==> config.mk <==
export PLATFORM = sky130hd
export DESIGN_NAME = tbq_cell
export DESIGN_NICKNAME = d
export VERILOG_FILES = /design/src/rtl/tbq_pkg.sv /design/src/rtl/tbq_cell.sv
export SDC_FILE = /design/constraint.sdc
export NUM_CORES = 2
export LEC_CHECK = 0
export BUFFER_PORTS_ARGS = -buffer_cell sky130_fd_sc_hd__clkbuf_2
export CAP_MARGIN = 30
export CORE_MARGIN = 2
export CORE_UTILIZATION = 40
export DETAILED_ROUTE_END_ITERATION = 6
export PLACE_DENSITY = 0.61
export SYNTH_ARGS = -nofsm -noshare
export SYNTH_HDL_FRONTEND = slang
export SYNTH_SLANG_ARGS = --single-unit
==> constraint.sdc <==
create_clock -name clk -period 12.05 [get_ports clk]
set_clock_uncertainty 0.2 [all_clocks]
set_input_delay 0 -clock clk [delete_from_list [all_inputs] [get_ports clk]]
set_output_delay 0 -clock clk [all_outputs]
set_load 0.01 [all_outputs]
==> src/rtl/tbq_pkg.sv <==
package tbq_pkg;

  localparam int SAMPLE_W    = 24;
  localparam int STAGE_COUNT = 3;

  localparam int FF_W      = 21;
  localparam int FB_W      = 32;
  localparam int DELAY_W   = 48;
  localparam int FF_FRAC   = 19;
  localparam int FB_FRAC   = 30;
  localparam int RND_SH    = FB_FRAC - FF_FRAC;
  localparam int FFREG_W   = 3 * FF_W;
  localparam int FBREG_W   = 2 * FB_W;
  localparam int CFG_DATA_W = 64;
  localparam int REG_COUNT = 2 * STAGE_COUNT;
  localparam int CFG_IDX_W = (REG_COUNT > 2) ? $clog2(REG_COUNT) : 1;

  localparam int PROD_W = FB_W + SAMPLE_W;
  localparam int SUM_W  = ((PROD_W > DELAY_W) ? PROD_W : DELAY_W) + 2;

  localparam logic [FFREG_W-1:0] FF_RESET = FFREG_W'(1) << FF_FRAC;

  localparam logic signed [SUM_W-1:0] RND_Y  = SUM_W'(1) << (FF_FRAC - 1);
  localparam logic signed [SUM_W-1:0] RND_FB = SUM_W'(1) << (RND_SH - 1);

  localparam logic signed [SUM_W-1:0] SMP_MAX =
    {{(SUM_W - SAMPLE_W + 1){1'b0}}, {(SAMPLE_W - 1){1'b1}}};
  localparam logic signed [SUM_W-1:0] SMP_MIN = ~SMP_MAX;
  localparam logic signed [SUM_W-1:0] DLY_MAX =
    {{(SUM_W - DELAY_W + 1){1'b0}}, {(DELAY_W - 1){1'b1}}};
  localparam logic signed [SUM_W-1:0] DLY_MIN = ~DLY_MAX;

  typedef struct packed {
    logic                       vld;
    logic signed [SAMPLE_W-1:0] smp;
  } cell_link_t;

  function automatic logic signed [SAMPLE_W-1:0] sat_sample(
    input logic signed [SUM_W-1:0] v);
    if (v > SMP_MAX) return SMP_MAX[SAMPLE_W-1:0];
    if (v < SMP_MIN) return SMP_MIN[SAMPLE_W-1:0];
    return v[SAMPLE_W-1:0];
  endfunction

  function automatic logic signed [DELAY_W-1:0] sat_delay(
    input logic signed [SUM_W-1:0] v);
    if (v > DLY_MAX) return DLY_MAX[DELAY_W-1:0];
    if (v < DLY_MIN) return DLY_MIN[DELAY_W-1:0];
    return v[DELAY_W-1:0];
  endfunction

endpackage

==> src/rtl/tbq_cell.sv <==
module tbq_cell
  import tbq_pkg::*;
(
  input  logic               clk,
  input  logic               rst_n,
  input  cell_link_t         link_in,
  input  logic [FFREG_W-1:0] ff_coef,
  input  logic [FBREG_W-1:0] fb_coef,
  output cell_link_t         link_out
);

  localparam logic [2:0] ST_IDLE = 3'd0;
  localparam logic [2:0] ST_Y    = 3'd1;
  localparam logic [2:0] ST_T1   = 3'd2;
  localparam logic [2:0] ST_T2   = 3'd3;
  localparam logic [2:0] ST_Z1   = 3'd4;
  localparam logic [2:0] ST_Z2   = 3'd5;

  logic [2:0]                step_r, step_nxt;
  logic signed [SAMPLE_W-1:0] x_r, x_nxt;
  logic signed [SAMPLE_W-1:0] y_r, y_nxt;
  logic signed [PROD_W-1:0]   prod_r, prod_nxt;
  logic signed [SUM_W-1:0]    t1_r, t1_nxt;
  logic signed [PROD_W-1:0]   t2_r, t2_nxt;
  logic signed [DELAY_W-1:0]  z1_r, z1_nxt;
  logic signed [DELAY_W-1:0]  z2_r, z2_nxt;

  logic signed [FF_W-1:0]     b0, b1, b2;
  logic signed [FB_W-1:0]     a1, a2;
  logic signed [FB_W-1:0]     mul_coef;
  logic signed [SAMPLE_W-1:0] mul_smp;
  logic signed [SUM_W-1:0]    y_sum, y_shift, fb_rnd;

  assign b0 = ff_coef[FF_W-1:0];
  assign b1 = ff_coef[2*FF_W-1:FF_W];
  assign b2 = ff_coef[3*FF_W-1:2*FF_W];
  assign a1 = fb_coef[FB_W-1:0];
  assign a2 = fb_coef[2*FB_W-1:FB_W];

  assign y_sum   = SUM_W'(prod_r) + SUM_W'(z1_r) + RND_Y;
  assign y_shift = y_sum >>> FF_FRAC;
  assign fb_rnd  = (SUM_W'(prod_r) + RND_FB) >>> RND_SH;

  always_comb begin
    mul_coef = {{(FB_W - FF_W){b0[FF_W-1]}}, b0};
    mul_smp  = link_in.smp;
    case (step_r)
      ST_IDLE: begin
        mul_coef = {{(FB_W - FF_W){b0[FF_W-1]}}, b0};
        mul_smp  = link_in.smp;
      end
      ST_Y: begin
        mul_coef = {{(FB_W - FF_W){b1[FF_W-1]}}, b1};
        mul_smp  = x_r;
      end
      ST_T1: begin
        mul_coef = {{(FB_W - FF_W){b2[FF_W-1]}}, b2};
        mul_smp  = x_r;
      end
      ST_T2: begin
        mul_coef = a1;
        mul_smp  = y_r;
      end
      ST_Z1: begin
        mul_coef = a2;
        mul_smp  = y_r;
      end
      default: begin
        mul_coef = a2;
        mul_smp  = y_r;
      end
    endcase
  end

  always_comb begin
    step_nxt = step_r;
    x_nxt    = x_r;
    y_nxt    = y_r;
    prod_nxt = prod_r;
    t1_nxt   = t1_r;
    t2_nxt   = t2_r;
    z1_nxt   = z1_r;
    z2_nxt   = z2_r;
    case (step_r)
      ST_IDLE: begin
        if (link_in.vld) begin
          x_nxt    = link_in.smp;
          prod_nxt = mul_coef * mul_smp;
          step_nxt = ST_Y;
        end
      end
      ST_Y: begin
        y_nxt    = sat_sample(y_shift);
        prod_nxt = mul_coef * mul_smp;
        step_nxt = ST_T1;
      end
      ST_T1: begin
        t1_nxt   = SUM_W'(prod_r) + SUM_W'(z2_r);
        prod_nxt = mul_coef * mul_smp;
        step_nxt = ST_T2;
      end
      ST_T2: begin
        t2_nxt   = prod_r;
        prod_nxt = mul_coef * mul_smp;
        step_nxt = ST_Z1;
      end
      ST_Z1: begin
        z1_nxt   = sat_delay(t1_r - fb_rnd);
        prod_nxt = mul_coef * mul_smp;
        step_nxt = ST_Z2;
      end
      ST_Z2: begin
        z2_nxt   = sat_delay(SUM_W'(t2_r) - fb_rnd);
        step_nxt = ST_IDLE;
      end
      default: begin
        step_nxt = ST_IDLE;
      end
    endcase
  end

  always_ff @(posedge clk) begin
    if (!rst_n) begin
      step_r <= ST_IDLE;
      z1_r   <= '0;
      z2_r   <= '0;
    end else begin
      step_r <= step_nxt;
      z1_r   <= z1_nxt;
      z2_r   <= z2_nxt;
    end
  end

  always_ff @(posedge clk) begin
    x_r    <= x_nxt;
    y_r    <= y_nxt;
    prod_r <= prod_nxt;
    t1_r   <= t1_nxt;
    t2_r   <= t2_nxt;
  end

  assign link_out.vld = (step_r == ST_Z2);
  assign link_out.smp = y_r;

endmodule

==> qor.csv <==
metric,value,unit
tritoncts,yes,
worstPathRequired,12170,ps
slew-limit-headroom,29.3,%
synth_top_cell_by_area,sky130_fd_sc_hd__fa_1,
setup_tns,0,ps
grt_max_degree,58,
critPathMaxStageDelay,670,ps
slowest_stage,sky130_fd_sc_hd__dfxtp_2,
synth-warning-count,0,
route.antenna.remaining_nets,0,
start_util,40.2,%
number_of_detailed_routing_iterations_run_before_antenna_repair,7,
layout.cells.most_common,sky130_fd_sc_hd__inv_1,
synth_edf_count,217,
synth-async-reset-ratio,0,%
synth-seq-area-share,16.6,%
drtIter0Drc,3520,
worstSkewPairLatency,610,ps
final_cell_mix,"sky130_fd_sc_hd__inv_1 (865), sky130_fd_sc_hd__fa_1 (786), sky130_fd_sc_hd__nand2_1 (659), sky130_fd_sc_hd__nor2_1 (552), sky130_fd_sc_hd__ha_1 (430)",
min-delay-path-class,in -> reg,
die_width,361,um
number_of_vias_per_cell_after_detailed_routing,5.55,
synthesis.area,51000,um^2
place.gp.congestion,0.982,
multiInputGateArea,38600,um^2
worst_ep_arrival_time,11060,ps
yosysTopAreaCellShare,30.8,%
dpl_cell_area,54000,um^2
setup_violations,0,
post-route-period-util,90.8,%
timing.final.hold_violations,0,
count_of_unique_library_cells_instantiated_by_yosys,86,
post-route-drc-count,0,
crit_path_max_fanout,25,
path_common_cell,sky130_fd_sc_hd__fa_1,
cts.sinks,316,
ys_seq_elements,316,
final_instance_area,55700,um^2
ctsHtreeMaxLevel,2,
run_status,completed,
via_count_of_the_first_global_routing_pass,42800,
fraction_of_layout_cells_with_a_size_suffix_above_1,7.08,%
number_of_buffers_inserted_during_clock_tree_synthesis,40,
die_y,361,um
worstSetupStartpointType,flip-flop,
floorplan.rows,131,
global_route.overflow_total,0,
number_of_instances_in_the_synthesized_netlist,5723,
synth.avg_cell_area,8.92,um^2
ioPinCount,179,
final_nets,7197,
first_pass_grt_wire_length,253000,um
design.die.area,130000,um^2
synth_nets,7093,
cts.clk_slew.worst_paths,60,ps
port_buffers,178,
min_period,10940,ps
ctsLongestPathBuffers,3,
worst-slew-pin-transition,1030,ps
ys_dominant_reg_cell,sky130_fd_sc_hd__edfxtp_1,
detailroute.via_count,41700,
fmax,91.4,MHz
place_hpwl,133000,um
area_growth,9.17,%
unrepaired_setup_endpoints_after_global_routing,false,
utilization,43.9,%
synth.top_cells.by_area,"sky130_fd_sc_hd__fa_1 (31%), sky130_fd_sc_hd__edfxtp_1 (13%), sky130_fd_sc_hd__ha_1 (11%)",
wire_per_inst,21.9,um
antenna_cells,0,
detail_route.wirelength,164000,um
fp.coreArea,127000,um^2
clock_tree_root_buffer_cell,sky130_fd_sc_hd__clkbuf_16,
nFillCells,12400,
final-seq-area,8500,um^2
timing.setup.critical_path_class,reg -> reg,
ff2ff_setup_slack,1110,ps
antenna_found_initial,2,
final_max_slew_viol_count,0,
post_cts_resize_count,0,
setup.worst_path.end_class,flip-flop,
maxCapViolCount,0,
grt.total_usage,25.3,%
==> through the flow <==
stage                     instances  worst slack, ps  hold slack, ps
after floorplan                5723             2580            -101
after global placement         7402             1430            90.5
after detailed placement       7418             1300            86.1
after CTS                      7519             1280            3.65
after global routing           7520              589            45.1
final                          7520             1110            44.3
==> sequential cells by signal, summed over array words and instances (netlist names) <==
signal,cells
t1_r,57
prod_r,56
step_r,3
z1_r,48
t2_r,56
x_r,24
z2_r,48
y_r,24
==> synthesized netlist by cell type, drive strengths merged (13+ instances only) <==
master,n
nand2b,87
and4,13
a21oi,326
edfxtp,217
and3,45
and2,50
o211ai,19
nor3,48
xor2,105
clkbuf,205
xnor2,178
inv,865
mux2i,17
a21boi,15
o21ai,265
dfxtp,99
nor2,554
o22ai,66
mux4,20
o22a,15
fa,786
o21a,33
nand3,86
o31ai,16
buf,31
a211oi,22
nand4,53
nand2,659
ha,430
a31oi,31
nor2b,33
o21bai,44
a21o,148
==> per-layer routing <==
layer | up-vias | track usage (%) | share of wire [%]
li1 | 18900 | - | -
met1 | 20900 | 33.7 | 42
met2 | 1643 | 40.8 | 45
met3 | 311 | 5.01 | 8.5
met4 | 0 | 9.09 | 4.1
met5 | - | 0 | 0
==> timing repair <==
action / CTS / global route
buffers inserted: 0 / 0
hold endpoints to repair: 68 / 0
hold buffers: 28 / 0
==> worst max-delay path: cells and delay by family, from the launching register on <==
| kind | cells | cell delay [ps] |
|---|---|---|
| AND/OR/NAND/NOR | 3 | 970 |
| AO/OA/AOI/OAI | 14 | 3790 |
| buffers and inverters | 5 | 880 |
| XOR/XNOR | 1 | 100 |
| flip-flops | 1 | 670 |
| adder cells (fa/ha/maj) | 8 | 4050 |
==> area by class of cell <==
type,count,area share (%)
multi-input cells,4305,69.2
flip-flops and latches,316,15.3
inverters,866,5.83
well taps,1662,3.73
repair buffers,298,3.52
clock buffers,42,1.81
clock inverters,31,0.660
==> cell families (layout without fill, tap and decap cells) <==
| logic type | count (synthesis) | after routing | synth area share (%) |
|---|---|---|---|
| adders and majority gates | 1216 | 1216 | 41.4 |
| muxes | 38 | 38 | 1.24 |
| xor gates and xnor gates | 283 | 283 | 4.87 |
| DFF | 316 | 316 | 16.6 |
| and+or+nand+nor | 1694 | 1694 | 14.7 |
| AOI/OAI and AO/OA | 1074 | 1074 | 13.0 |
| buffers and inverters | 1102 | 1237 | 8.22 |
==> final timing paths <==
| kind | startpoint | end | cells after the start |
|---|---|---|---|
| max | step_r[1] | prod_r[55] | 31 |
| min | link_in[15] | x_r[15] | 2 |
| max reg2reg | step_r[1] | prod_r[55] | 31 |
| min reg2reg | prod_r[0] | t2_r[0] | 0 |
Power is left out: the tool's default activity adds up to more than one toggle a clock period on the data nets, which glitch-free logic cannot reach.
